### src/rtl/brx_pkg.sv
// Package for the backward RLE executable decompressor: types, codes and helpers.
package brx_pkg;

    localparam int ADDR_W        = 21;
    localparam int COUNT_W       = 16;
    localparam int BYTE_W        = 8;
    localparam int MAX_IMAGE_DEF = 1048576;
    localparam int QUEUE_DEPTH   = 4;

    localparam logic [BYTE_W-1:0] OP_FILL     = 8'hB0;
    localparam logic [BYTE_W-1:0] OP_FILL_END = 8'hB1;
    localparam logic [BYTE_W-1:0] OP_COPY     = 8'hB2;
    localparam logic [BYTE_W-1:0] OP_COPY_END = 8'hB3;
    localparam logic [BYTE_W-1:0] OP_PAD      = 8'hFF;

    localparam logic [1:0] CFG_CLEN = 2'd0;
    localparam logic [1:0] CFG_ULEN = 2'd1;

    localparam logic [1:0] KIND_WRITE = 2'd0;
    localparam logic [1:0] KIND_DONE  = 2'd1;
    localparam logic [1:0] KIND_ERROR = 2'd2;

    localparam logic [1:0] ERR_NONE      = 2'd0;
    localparam logic [1:0] ERR_EXHAUSTED = 2'd1;
    localparam logic [1:0] ERR_SPACE     = 2'd2;
    localparam logic [1:0] ERR_OPCODE    = 2'd3;

    typedef enum logic [2:0] {
        PH_OPCODE  = 3'd0,
        PH_CNT_HI  = 3'd1,
        PH_CNT_LO  = 3'd2,
        PH_FILL    = 3'd3,
        PH_LITERAL = 3'd4,
        PH_DONE    = 3'd5,
        PH_ERROR   = 3'd6
    } t_phase;

    typedef struct packed {
        logic [1:0]         kind;
        logic [BYTE_W-1:0]  value;
        logic [COUNT_W-1:0] len;
        logic [ADDR_W-1:0]  dest;
        logic [1:0]         err;
    } t_result;

    typedef struct packed {
        logic    valid_a;
        t_result res_a;
        logic    valid_b;
        t_result res_b;
    } t_push;

    function automatic t_result mk_status(logic [1:0] kind, logic [ADDR_W-1:0] dest,
                                          logic [1:0] err);
        t_result r;
        r.kind  = kind;
        r.value = '0;
        r.len   = '0;
        r.dest  = dest;
        r.err   = err;
        return r;
    endfunction

    function automatic t_result mk_write(logic [BYTE_W-1:0] value, logic [COUNT_W-1:0] len,
                                         logic [ADDR_W-1:0] dest);
        t_result r;
        r.kind  = KIND_WRITE;
        r.value = value;
        r.len   = len;
        r.dest  = dest;
        r.err   = ERR_NONE;
        return r;
    endfunction

endpackage

### src/rtl/brx_decode.sv
// Command decoder: parses one compressed byte per request and produces result requests.
module brx_decode
    import brx_pkg::*;
#(
    parameter int MAX_IMAGE_BYTES = MAX_IMAGE_DEF
) (
    input  logic              i_clk,
    input  logic              i_rst_n,
    input  logic              i_cfg_we,
    input  logic [1:0]        i_cfg_index,
    input  logic [ADDR_W-1:0] i_cfg_data,
    input  logic              i_accept,
    input  logic [BYTE_W-1:0] i_byte,
    output t_push             o_push
);

    t_phase              r_phase, n_phase;
    logic [1:0]          r_kind, n_kind;
    logic [COUNT_W-1:0]  r_count, n_count;
    logic [ADDR_W-1:0]   r_in_rem, n_in_rem;
    logic [ADDR_W-1:0]   r_wp, n_wp;
    logic [ADDR_W-1:0]   r_clen, n_clen;
    logic [ADDR_W-1:0]   r_ulen, n_ulen;
    logic [ADDR_W-1:0]   clamped;

    always_comb begin
        if ({{(32-ADDR_W){1'b0}}, i_cfg_data} > 32'(MAX_IMAGE_BYTES)) begin
            clamped = ADDR_W'(MAX_IMAGE_BYTES);
        end else begin
            clamped = i_cfg_data;
        end
    end

    always_comb begin
        logic [ADDR_W-1:0]  rem_d;
        logic [ADDR_W-1:0]  wp_new;
        logic [COUNT_W-1:0] cnt;
        logic               do_finish;
        logic               do_fail;
        logic [1:0]         fail_code;

        n_phase  = r_phase;
        n_kind   = r_kind;
        n_count  = r_count;
        n_in_rem = r_in_rem;
        n_wp     = r_wp;
        n_clen   = r_clen;
        n_ulen   = r_ulen;
        o_push   = '0;
        rem_d    = r_in_rem - ADDR_W'(1);
        wp_new   = r_wp;
        cnt      = {r_count[COUNT_W-1:BYTE_W], i_byte};
        do_finish = 1'b0;
        do_fail   = 1'b0;
        fail_code = ERR_NONE;

        if (i_cfg_we) begin
            if (i_cfg_index == CFG_CLEN) begin
                n_clen = clamped;
            end else if (i_cfg_index == CFG_ULEN) begin
                n_ulen = clamped;
            end
            if (i_cfg_index == CFG_CLEN || i_cfg_index == CFG_ULEN) begin
                n_phase  = PH_OPCODE;
                n_kind   = '0;
                n_count  = '0;
                n_in_rem = (i_cfg_index == CFG_CLEN) ? clamped : r_clen;
                n_wp     = (i_cfg_index == CFG_ULEN) ? clamped : r_ulen;
            end
        end else if (i_accept && r_phase != PH_DONE && r_phase != PH_ERROR) begin
            if (r_in_rem == '0) begin
                do_fail   = 1'b1;
                fail_code = ERR_EXHAUSTED;
            end else begin
                n_in_rem = rem_d;
                unique case (r_phase)
                    PH_OPCODE: begin
                        if (i_byte >= OP_FILL && i_byte <= OP_COPY_END) begin
                            n_kind = 2'(i_byte - OP_FILL);
                            if (rem_d < ADDR_W'(2)) begin
                                do_fail   = 1'b1;
                                fail_code = ERR_EXHAUSTED;
                            end else begin
                                n_phase = PH_CNT_HI;
                            end
                        end else if (i_byte == OP_PAD && r_wp == r_ulen) begin
                            if (rem_d == '0) begin
                                do_fail   = 1'b1;
                                fail_code = ERR_EXHAUSTED;
                            end
                        end else begin
                            do_fail   = 1'b1;
                            fail_code = ERR_OPCODE;
                        end
                    end
                    PH_CNT_HI: begin
                        n_count = {i_byte, {BYTE_W{1'b0}}};
                        n_phase = PH_CNT_LO;
                    end
                    PH_CNT_LO: begin
                        n_count = cnt;
                        if (r_wp < {{(ADDR_W-COUNT_W){1'b0}}, cnt}) begin
                            do_fail   = 1'b1;
                            fail_code = ERR_SPACE;
                        end else if (!r_kind[1]) begin
                            if (rem_d == '0) begin
                                do_fail   = 1'b1;
                                fail_code = ERR_EXHAUSTED;
                            end else begin
                                n_phase = PH_FILL;
                            end
                        end else if (rem_d < {{(ADDR_W-COUNT_W){1'b0}}, cnt}) begin
                            do_fail   = 1'b1;
                            fail_code = ERR_EXHAUSTED;
                        end else if (cnt == '0) begin
                            do_finish = 1'b1;
                        end else begin
                            n_phase = PH_LITERAL;
                        end
                    end
                    PH_FILL: begin
                        if (r_count != '0) begin
                            wp_new         = r_wp - {{(ADDR_W-COUNT_W){1'b0}}, r_count};
                            o_push.valid_a = 1'b1;
                            o_push.res_a   = mk_write(i_byte, r_count, wp_new);
                        end
                        n_wp      = wp_new;
                        do_finish = 1'b1;
                    end
                    PH_LITERAL: begin
                        wp_new         = r_wp - ADDR_W'(1);
                        n_wp           = wp_new;
                        o_push.valid_a = 1'b1;
                        o_push.res_a   = mk_write(i_byte, COUNT_W'(1), wp_new);
                        n_count        = r_count - COUNT_W'(1);
                        if (r_count == COUNT_W'(1)) begin
                            do_finish = 1'b1;
                        end
                    end
                    default: begin
                        n_phase = PH_ERROR;
                    end
                endcase
            end

            if (do_finish) begin
                if (r_kind[0]) begin
                    n_phase        = PH_DONE;
                    o_push.valid_b = 1'b1;
                    o_push.res_b   = mk_status(KIND_DONE, wp_new, ERR_NONE);
                end else if (rem_d == '0) begin
                    do_fail   = 1'b1;
                    fail_code = ERR_EXHAUSTED;
                end else begin
                    n_phase = PH_OPCODE;
                end
            end

            if (do_fail) begin
                n_phase        = PH_ERROR;
                o_push.valid_b = 1'b1;
                o_push.res_b   = mk_status(KIND_ERROR, wp_new, fail_code);
            end
        end
    end

    always_ff @(posedge i_clk) begin
        if (!i_rst_n) begin
            r_phase  <= PH_OPCODE;
            r_kind   <= '0;
            r_count  <= '0;
            r_in_rem <= '0;
            r_wp     <= '0;
            r_clen   <= '0;
            r_ulen   <= '0;
        end else begin
            r_phase  <= n_phase;
            r_kind   <= n_kind;
            r_count  <= n_count;
            r_in_rem <= n_in_rem;
            r_wp     <= n_wp;
            r_clen   <= n_clen;
            r_ulen   <= n_ulen;
        end
    end

`ifndef SYNTH
    a_wp_down: assert property (@(posedge i_clk) disable iff (!i_rst_n)
        !i_cfg_we |=> r_wp <= $past(r_wp))
        else $error("write pointer moved up without a config write");

    a_status_ends: assert property (@(posedge i_clk) disable iff (!i_rst_n)
        (o_push.valid_b && !i_cfg_we) |=> (r_phase == PH_DONE || r_phase == PH_ERROR))
        else $error("status result without terminal phase");
`endif

endmodule

### src/rtl/brx_out_queue.sv
// Output queue: takes up to two result requests per cycle, hands out one per cycle while i_pop is high.
module brx_out_queue
    import brx_pkg::*;
(
    input  logic    i_clk,
    input  logic    i_rst_n,
    input  t_push   i_push,
    input  logic    i_pop,
    output logic    o_valid,
    output logic    o_near_full,
    output t_result o_head
);

    localparam int PTR_W = $clog2(QUEUE_DEPTH);
    localparam int CNT_W = $clog2(QUEUE_DEPTH + 1);

    t_result           r_mem [QUEUE_DEPTH];
    logic [PTR_W-1:0]  r_wptr, n_wptr;
    logic [PTR_W-1:0]  r_rptr, n_rptr;
    logic [CNT_W-1:0]  r_cnt, n_cnt;
    logic [CNT_W-1:0]  n_push;
    t_result           first;
    logic              pop_ok;

    assign o_valid     = (r_cnt != '0);
    assign o_near_full = (r_cnt > CNT_W'(QUEUE_DEPTH - 2));
    assign o_head      = r_mem[r_rptr];
    assign pop_ok      = i_pop && o_valid;
    assign first       = i_push.valid_a ? i_push.res_a : i_push.res_b;

    always_comb begin
        n_push = CNT_W'(i_push.valid_a) + CNT_W'(i_push.valid_b);
        n_wptr = r_wptr + PTR_W'(n_push);
        n_rptr = r_rptr + PTR_W'(pop_ok);
        n_cnt  = r_cnt + n_push - CNT_W'(pop_ok);
    end

    always_ff @(posedge i_clk) begin
        if (i_push.valid_a || i_push.valid_b) begin
            r_mem[r_wptr] <= first;
        end
        if (i_push.valid_a && i_push.valid_b) begin
            r_mem[r_wptr + PTR_W'(1)] <= i_push.res_b;
        end
    end

    always_ff @(posedge i_clk) begin
        if (!i_rst_n) begin
            r_wptr <= '0;
            r_rptr <= '0;
            r_cnt  <= '0;
        end else begin
            r_wptr <= n_wptr;
            r_rptr <= n_rptr;
            r_cnt  <= n_cnt;
        end
    end

`ifndef SYNTH
    a_no_overflow: assert property (@(posedge i_clk) disable iff (!i_rst_n)
        (32'(r_cnt) + 32'(n_push)) <= 32'(QUEUE_DEPTH))
        else $error("output queue overflow");
`endif

endmodule

### src/rtl/backward_rle_exe_decompressor.sv
// Top level of the backward RLE executable decompressor.
// Accepts one compressed byte per cycle unless o_in_stall is high, last byte first,
// with no idle steps for any command: the decoder handles each byte in a single
// registered step and fill runs are reported as descriptors. One byte yields zero,
// one or two result requests, which are written into a four-entry output queue;
// the queue drains one request per cycle while i_out_stall is low, and the input
// stalls while fewer than two entries are free. Config writes are always ready; a
// write to either length register restarts decoding, and writes to other indexes
// are ignored.
module backward_rle_exe_decompressor
    import brx_pkg::*;
#(
    parameter int MAX_IMAGE_BYTES = MAX_IMAGE_DEF
) (
    input  logic               i_clk,
    input  logic               i_rst_n,
    input  logic               i_cfg_valid,
    output logic               o_cfg_ready,
    input  logic [1:0]         i_cfg_index,
    input  logic [ADDR_W-1:0]  i_cfg_data,
    input  logic               i_in_valid,
    output logic               o_in_stall,
    input  logic [BYTE_W-1:0]  i_data_byte,
    output logic               o_out_valid,
    input  logic               i_out_stall,
    output logic [1:0]         o_out_kind,
    output logic [BYTE_W-1:0]  o_fill_value,
    output logic [COUNT_W-1:0] o_run_length,
    output logic [ADDR_W-1:0]  o_dest_low,
    output logic [1:0]         o_error_code
);

    t_push   push;
    t_result head;
    logic    near_full;
    logic    accept;

    assign o_cfg_ready = 1'b1;
    assign o_in_stall  = near_full;
    assign accept      = i_in_valid && !near_full;

    brx_decode #(
        .MAX_IMAGE_BYTES(MAX_IMAGE_BYTES)
    ) u_decode (
        .i_clk       (i_clk),
        .i_rst_n     (i_rst_n),
        .i_cfg_we    (i_cfg_valid),
        .i_cfg_index (i_cfg_index),
        .i_cfg_data  (i_cfg_data),
        .i_accept    (accept),
        .i_byte      (i_data_byte),
        .o_push      (push)
    );

    brx_out_queue u_queue (
        .i_clk       (i_clk),
        .i_rst_n     (i_rst_n),
        .i_push      (push),
        .i_pop       (!i_out_stall),
        .o_valid     (o_out_valid),
        .o_near_full (near_full),
        .o_head      (head)
    );

    assign o_out_kind   = head.kind;
    assign o_fill_value = head.value;
    assign o_run_length = head.len;
    assign o_dest_low   = head.dest;
    assign o_error_code = head.err;

endmodule

### config.mk
export PLATFORM = sky130hd
export DESIGN_NAME = backward_rle_exe_decompressor
export DESIGN_NICKNAME = d
export VERILOG_FILES = /design/src/rtl/brx_pkg.sv /design/src/rtl/brx_decode.sv /design/src/rtl/brx_out_queue.sv /design/src/rtl/backward_rle_exe_decompressor.sv
export SDC_FILE = /design/constraint.sdc
export NUM_CORES = 1
export LEC_CHECK = 0
export BUFFER_PORTS_ARGS = -buffer_cell sky130_fd_sc_hd__buf_2
export CAP_MARGIN = 25
export CELL_PAD_IN_SITES_DETAIL_PLACEMENT = 2
export CELL_PAD_IN_SITES_GLOBAL_PLACEMENT = 2
export CORE_MARGIN = 2
export CORE_UTILIZATION = 40
export CTS_CLUSTER_DIAMETER = 60
export DETAILED_ROUTE_END_ITERATION = 7
export GPL_TIMING_DRIVEN = 0
export MAX_ROUTING_LAYER = met4
export PLACE_DENSITY = 0.81
export SYNTH_ARGS = -nofsm -noshare
export SYNTH_HDL_FRONTEND = slang
export SYNTH_SLANG_ARGS = --single-unit
### constraint.sdc
create_clock -name i_clk -period 9.05 [get_ports i_clk]
set_clock_uncertainty 0.2 [all_clocks]
set_input_delay 1.81 -clock i_clk [delete_from_list [all_inputs] [get_ports i_clk]]
set_output_delay 1.81 -clock i_clk [all_outputs]
set_load 0.01 [all_outputs]
# --- After elaboration in Yosys (flattened, before gate mapping) ---
# Memory sizes are Yosys's and may differ from the RTL's. A register that Yosys moved wholly into a read port is not among the register bits.
# Index checks and enable logic that the tools add are counted.
word_totals:
  register_bits: 112
  ram_bits: 196
  in_bits: 36
  output_inout_bits: 52
  memories: 1
memory_table:
  columns: ["memory", "words", "word_bits", "rd", "rd_clocked_by_memory_dff", "write_ports", "line_no", "source"]
  rows:
  - ["u_queue.r_mem", 4, 49, 1, 1, 2, "brx_out_queue.sv:17", "t_result r_mem [QUEUE_DEPTH];"]
classes:
  add_sub_neg: 11
  magnitude_cmp: 7
  n_eq_ne: 13
  muxes: 89
  bitwise: 1
  reduce_logical: 30
ops:
  columns: ["cell", "n"]
  rows:
  - ["$mux 21", 12]
  - ["$mux 50", 5]
  - ["$mux 100", 2]
  - ["$pmux 50 s2", 1]
  - ["$mux 16", 4]
  - ["$mux 49", 1]
  - ["$pmux 16 s3", 1]
  - ["$mux 3", 15]
  - ["$logic_not 21->1", 2]
  - ["$lt 21x16->1", 2]
  - ["$pmux 21 s2", 1]
  - ["$sub 21x1->21 const B", 2]
  - ["$mux 2", 15]
  - ["$mux 1", 28]
  - ["$eq 21x21->1", 1]
  - ["$gt 21x21->1 const B", 1]
  - ["$lt 21x2->1 const B", 1]
  - ["$sub 21x16->21", 1]
  - ["$eq 16x1->1 const B", 1]
  - ["$logic_not 16->1", 1]
  - ["$reduce_bool 16->1", 1]
  - ["$sub 16x1->16 const B", 1]
  - ["$pmux 3 s4", 1]
  - ["$reduce_and 5->1", 2]
  - ["other kinds (34)", 49]

# --- Longest topological paths before layout ---
# Gate-level depths: netlist of run 1.
logic_depth:
  word_depth: 18
  depth_mapped: 26
  depth_no_buf: 24

# --- By module ---
# Synthesis of run 1 repeated with hierarchy kept, for this count alone.
unflattened:
  cells_unflattened: 1863
  hier_area_um2: 19203.4
by_module_without_submodules:
  columns: ["module", "instances", "cells_each", "area_per_inst_um2", "seq_area_each_um2"]
  rows:
  - ["brx_out_queue", 1, 527, 9885.7, 6025.8]
  - ["brx_decode", 1, 1332, 9288.9, 2102.0]
  - ["backward_rle_exe_decompressor", 1, 4, 28.8, 0.0]

# --- Least setup slack after synthesis of run 1 ---
# OpenSTA, ideal clock, no wires.
synth_path:
  path_type: "reg2reg"
  from: "register u_decode.r_in_rem[3]"
  to: "memory u_queue.r_mem[1][0] (netlist name) (enable)"
  arrival_ns: 5.732
  slack_ns: 2.738
  path_stages_with_launch: 23
  period_less_slack_ns: 6.312
  cell_sequence: "dfxtp_1 -> buf_6 -> or4_4 -> buf_6 -> or3_4 -> nor2_1 -> xor2_1 -> ha_1 -> a211oi_1 -> o21ai_1 -> a2111oi_0 -> a31oi_1 -> nor4_1 -> nor2_1 -> o32ai_2 -> or3_1 -> buf_2 -> nand2_1 -> ha_1 -> nor3b_1 -> nor2_1 -> clkbuf_1 -> inv_1"
synth_lines:
  columns: ["element", "line_no", "source"]
  rows:
  - ["start: declaration", "brx_decode.sv:20", "logic [ADDR_W-1:0] r_in_rem, n_in_rem;"]
  - ["start signal: assignment", "brx_decode.sv:180", "r_in_rem <= n_in_rem;"]
  - ["end: declaration", "brx_out_queue.sv:17", null]

==> out/metrics.yaml, run 1 <==
final_net_count: 2027
reg2reg_from: "u_decode.r_in_rem[3]"
vdd_drop_max_mv: 0.1495
max_slew_margin_pct: 24.37
worstPathRequired_ps: 9170
hold_path_depth: 2
post-route-util_pct: 46.39
routedWlPerCell_um: 30.85
post_cts_buffers: 0
io_pins: 88
fin_crit_sh_pct: 94.18
drt-total-wl_um: 77410
critPathKind: "reg2reg"
crit_arrival_ps: 8640
synth_area_leaders: "dfxtp_1, edfxtp_1, mux4_2"
post-route-drc-count: 0
syn_to_final_growth_pct: 14.68
yosys.area.top_type: "dfxtp_1"
syn_area_um2: 16930
vias_per_cell: 6.534
grt_pass1_wl_um: 115200
numCtsBuffers: 39
start_util_pct: 40.45
clk_pin_slew_ps: 70
yosysSeqAreaShare_pct: 42.34
cp_slowest_stage_delay_ps: 670
cts_buffer_depth: 3
critPathTopFamily: "simple AND/OR/NAND/NOR gates"
synth_edf_count: 100
synth_top_cell_area_share_pct: 24.60
async_flop_share_pct: 0
critPathCaptureType: "flip-flop"
synth_warnings: 0
dr.pass1.iters: 5
postSynthAreaPerCell_um2: 9.368
antenna_found_initial: 0
critPathCapture: "u_queue.r_mem[2][11]"
diodes: 0
routabilityCongestion: 0.9452
yosysUniqueCellTypes: 89
ant_nets: 0
startpoint_type: "flip-flop"
final-hold-violation-count: 0
die_w_um: 209.7
htree_levels: 2
dp_hpwl_um: 57170
die_h_um: 209.7
rr_worst_depth: 24
crit_start: "u_decode.r_in_rem[3]"
ff2ff_setup_slack_ps: 530
path_cells: "buf_6, or4_4, buf_6, nor3_4, nand3_1, xnor2_1, ha_1, a211oi_1, o21ai_1, a2111oi_0, a31oi_1, nor4_1, o31a_1, o32ai_2, or3_1, buf_2, nand2_1, ha_1, nor2_1, and2_0, nor2_1, clkbuf_1, inv_1, buf_8"
worst_slew_pin_slew_ps: 1129
cp_num_cells: 24
status: "complete, no violations"
die_area_um2: 43980
grt_max_degree: 16
post_cts_resized: 0
rows: 75
cts_root_buffer: "clkbuf_16"
grt_overflow: 0
syn_inst: 1807
power_mw: 4.666
period_needed_ps: 8523
syn_nets: 1895
synthFlopType: "dfxtp_1"
synth_seq_cells: 308
hold_buffers: 0
io_buffers: 85
clkSinkCount: 308
fmax_mhz: 117.3
netlist_top_cells_count: "dfxtp_1, nor2_1, nand2_1"
crit_slowest_cell: "clkbuf_1"
setup_slack_ps: 526.9
core-area_um2: 41850
crit_buf_inv: 6
first_global_vias: 17650
cts_tree: "yes"
first_iter_violations: 1563
maxCapViolCount: 0
critical_path.max_fanout: 13
worstSkewPairLatency_ps: 580
setup_viol_count_final: 0
grt_setup_unrepaired: "no"
slew_violations: 0
dpl_worst_slack_ps: 507.3
hp-class: "reg2reg"
fin_setup_tns_ps: 0
r2r-end: "u_queue.r_mem[2][11]"
drive_gt1_share_pct: 12.44
synth_most_common_cell: "dfxtp_1"
num_vias: 16400
p_leak_nw: 7.148
grt_use_total_pct: 36.02
power.density_nw_per_um2: 240.3
## layer usage
layer,routed length [um],global-route usage [%]
met3,4564,4.938
met4,4037,18.34
met5,0,-
met2,37350,59.43
met1,31460,43.24
## registers in the layout, summed over array words and instances, names as in the netlist
signal / cells
u_queue.r_mem: 196
u_decode.r_phase: 3
u_decode.r_in_rem: 21
u_decode.r_count: 16
u_queue.r_cnt: 3
u_decode.r_clen: 21
u_decode.r_wp: 21
u_decode.r_ulen: 21
u_queue.r_wptr: 2
u_decode.r_kind: 2
u_queue.r_rptr: 2
## worst min-delay path by stage
stage                    startpoint                    to
2_1_floorplan  u_queue.r_mem[1][23]  u_queue.r_mem[1][23]
3_3_place_gp   u_queue.r_mem[2][42]  u_queue.r_mem[2][42]
3_5_place_dp   u_queue.r_mem[3][40]  u_queue.r_mem[3][40]
4_1_cts         u_decode.r_clen[10]   u_decode.r_clen[10]
5_1_grt        u_queue.r_mem[0][45]  u_queue.r_mem[0][45]
6_report       u_queue.r_mem[0][45]  u_queue.r_mem[0][45]
## cells by family (layout without fill, tap and decap cells)
group,count (synthesis),in the layout,share of synthesized area (%)
compound gates,538,538,21.84
xor+xnor,74,74,3.829
fa+ha+maj,52,52,3.932
buf+inv,191,354,4.516
flops,308,308,42.34
mux,66,66,7.531
other cells,1,1,0.02215
simple gates,577,577,15.99
## through the flow
step | cells | hold slack, ps | instance area [um2]
after CTS | 2507 | 279.0 | 19390
after global placement | 2431 | 229.3 | 18030
after global routing | 2509 | 298.2 | 19410
after floorplan | 1807 | 219.8 | 16930
final | 2509 | 276.6 | 19410
after detailed placement | 2435 | 248.3 | 18090
## worst reg2reg max path: cells and delay by family, from the launching register on
| kind | cells | cell delay, ps |
|---|---|---|
| simple gates | 9 | 3250 |
| fa+ha+maj | 2 | 670 |
| compound gates | 6 | 1390 |
| buf+inv | 6 | 2090 |
| flops | 1 | 310 |
| xor+xnor | 1 | 380 |
## placed cells by master, fill, tap and decap left out, types with 21 or more instances in the layout
master     count
nor2_1       197
a21oi_1       98
inv_1         50
clkbuf_16     40
o22ai_1       75
dfxtp_1      208
xnor2_1       57
a211oi_1      33
or3_1         24
a22oi_1       47
nand3_1       21
buf_2         90
edfxtp_1     100
clkbuf_1     121
nor4_1        25
nor3_1        43
o21ai_0       82
mux4_2        49
a22o_1        61
nand2_1      174
ha_1          50
## area by class of cell
cell class | instances | area [um2]
clock inverter | 17 | 177.7
fill | 4511 | 22440
timing repair buffer | 91 | 505.5
multi-input combinational | 1308 | 8997
inverter | 52 | 195.2
tap | 539 | 674.4
sequential | 308 | 7167
buffer | 139 | 569.3
clock buffer | 55 | 1127
## report_power, final
part / leakage, nW / total (mW) / internal [mW] / switching [mW]
Clock: 0.635 / 1.62 / 0.937 / 0.681
Sequential: 2.81 / 1.56 / 1.49 / 0.0678
Combinational: 3.71 / 1.49 / 0.522 / 0.968
No activity file was read; power rests on OpenSTA's default activity.
==> inputs of run 2 (changes only) <==
- CORE_UTILIZATION: 40 -> 43
- PLACE_DENSITY: 0.81 -> 0.86
- clock period: 9.05 -> 10.8 ns (I/O delays scaled with it)
==> run 2 against run 1 <==
Via count is 4.0% higher. Count of clock-buffer cells in the layout is 3 lower. Sequential power is 16% lower. Sequential share of layout area hardly changed. Global-route usage is 5.5 points higher. Routed wire length is 8.1% higher. Utilization is 3.8 points higher. Critical path depth stayed put. Fmax is 0.93% lower. Power is 15% lower. Setup slack better by 1700 ps. Die area is 6.8% lower. Largest power group unchanged.
==> out/metrics.yaml, run 2 (synthesis results as in run 1) <==
startpoint_type: "flip-flop"
period_needed_ps: 8604
fmax_mhz: 116.2
final_common_cell: "dfxtp_1"
fillers: 4111
grt_use_total_pct: 41.57
worstPathRequired_ps: 10940
critPathCaptureType: "flip-flop"
status: "complete, no violations"
drive_gt1_share_pct: 12.21
antenna_found_initial: 1
critPathKind: "reg2reg"
fin_setup_tns_ps: 0
ant_nets: 0
top_layer_used: "met4"
largest-register: "u_queue.r_mem"
maxCapViolCount: 0
rr_worst_depth: 24
routabilityCongestion: 0.9241
final_net_count: 2031
vias_per_cell: 6.859
met1_length_um: 31450
min-delay-start: "u_decode.r_clen[10]"
grt_pass1_wl_um: 123200
clk_pin_slew_ps: 60
clkSinkCount: 308
final-hold-violation-count: 0
path_cells: "inv_1, ha_1, nand2b_1, nor3_4, nand3_1, xnor2_1, ha_1, a211oi_1, o21ai_1, a2111oi_0, a31oi_1, nor4_1, o31a_1, o32ai_2, or3_1, buf_2, nand2_1, ha_1, nor2_1, and2_0, nor2_1, clkbuf_1, inv_1, buf_16"
cts_buffer_depth: 3
core-area_um2: 38740
dp_hpwl_um: 57900
grt_setup_unrepaired: "no"
cp_slowest_stage_delay_ps: 620
die_w_um: 202.4
dr.pass1.iters: 6
num_vias: 17050
whs_ps: 283.3
routedWlPerCell_um: 33.65
cts_tree: "yes"
crit_top_cell: "ha_1"
reg2reg_from: "u_decode.r_in_rem[0]"
slew_violations: 0
largest_register_ffs: 196
power.density_nw_per_um2: 204.2
crit_start: "u_decode.r_in_rem[0]"
final_cell_mix: "dfxtp_1, nor2_1, nand2_1"
wl_met2_um: 40520
hold_buffers: 0
io_pins: 88
cts_root_buffer: "clkbuf_16"
first_global_vias: 18290
hold_path_depth: 2
worstSkewPairLatency_ps: 590
dr_wl_met3_um: 6448
setup_viol_count_final: 0
crit_arrival_ps: 8740
fin_crit_sh_pct: 79.66
syn_to_final_growth_pct: 14.74
numCtsBuffers: 39
post-route-drc-count: 0
grt_max_degree: 16
max_slew_margin_pct: 22.46
io_buffers: 85
post_cts_resized: 0
die_h_um: 202.4
rows: 72
worst_slew_pin_slew_ps: 1163
multi_input_area_um2: 8997
register_area_um2: 7167
htree_levels: 2
drt-total-wl_um: 83650
die_area_um2: 40970
post_cts_buffers: 0
start_util_pct: 43.70
vdd_drop_max_mv: 0.1324
hp-class: "reg2reg"
p_leak_nw: 7.161
grt_overflow: 0
post-route-util_pct: 50.14
crit_slowest_cell: "nor2_1"
first_iter_violations: 1885
critical_path.max_fanout: 15
-- run 2: changes by cell type in the layout (fill, tap and decap cells not counted), moves of 2 or more --
cell / change
buf_16: +4
buf_4: +2
buf_8: -2
clkbuf_8: -2
clkinv_2: -2
clkinv_4: -2
clkinvlp_4: -3
diode_2: +2
inv_6: +2
inv_8: -2
-- run 2: final timing paths --
kind / endpoint / slack [ps]
max: u_queue.r_mem[2][19] / 2200
min: u_decode.r_clen[10] / 280
max reg2reg: u_queue.r_mem[2][19] / 2200
min reg2reg: u_decode.r_clen[10] / 280
-- run 2: routing by layer --
metal	vias up	track usage, %
met2	969	68.99
met5	-	-
met3	327	7.788
met1	8691	47.61
li1	7064	-
met4	0	22.45
-- run 2: worst max-delay path, delay by kind of cell (launching register included) --
family | cells | cell delay, ps
flops | 1 | 400
compound gates | 6 | 1490
buf+inv | 5 | 1840
fa+ha+maj | 3 | 990
simple gates | 9 | 3080
xor+xnor | 1 | 340
-- run 2: final cells by class --
cell class	instances	share of cell area (%)
sequential	308	36.90
clock buffer	52	5.533
inverter	52	1.005
multi-input combinational	1308	46.32
buffer	139	2.931
timing repair buffer	95	3.092
antenna	2	0.02577
tap	518	3.337
clock inverter	12	0.8567
-- run 2: stage by stage --
stage          std cells  instance area, um2  power [mW]  setup slack [ps]
2_1_floorplan       1807               16930       2.117              4158
3_3_place_gp        2410               18000       2.483              1986
4_1_cts             2478               19350       3.913              2358
6_report            2486               19420       3.965              2196
3_5_place_dp        2414               18110       2.555              1938
5_1_grt             2486               19420       4.083              1803
-- run 2: power by group --
part | internal (mW) | leakage [nW] | switching [mW]
sequential | 1.25 | 2.81 | 0.0611
combinational | 0.454 | 3.75 | 0.868
clock | 0.772 | 0.607 | 0.563
total | 2.47 | 7.16 | 1.49
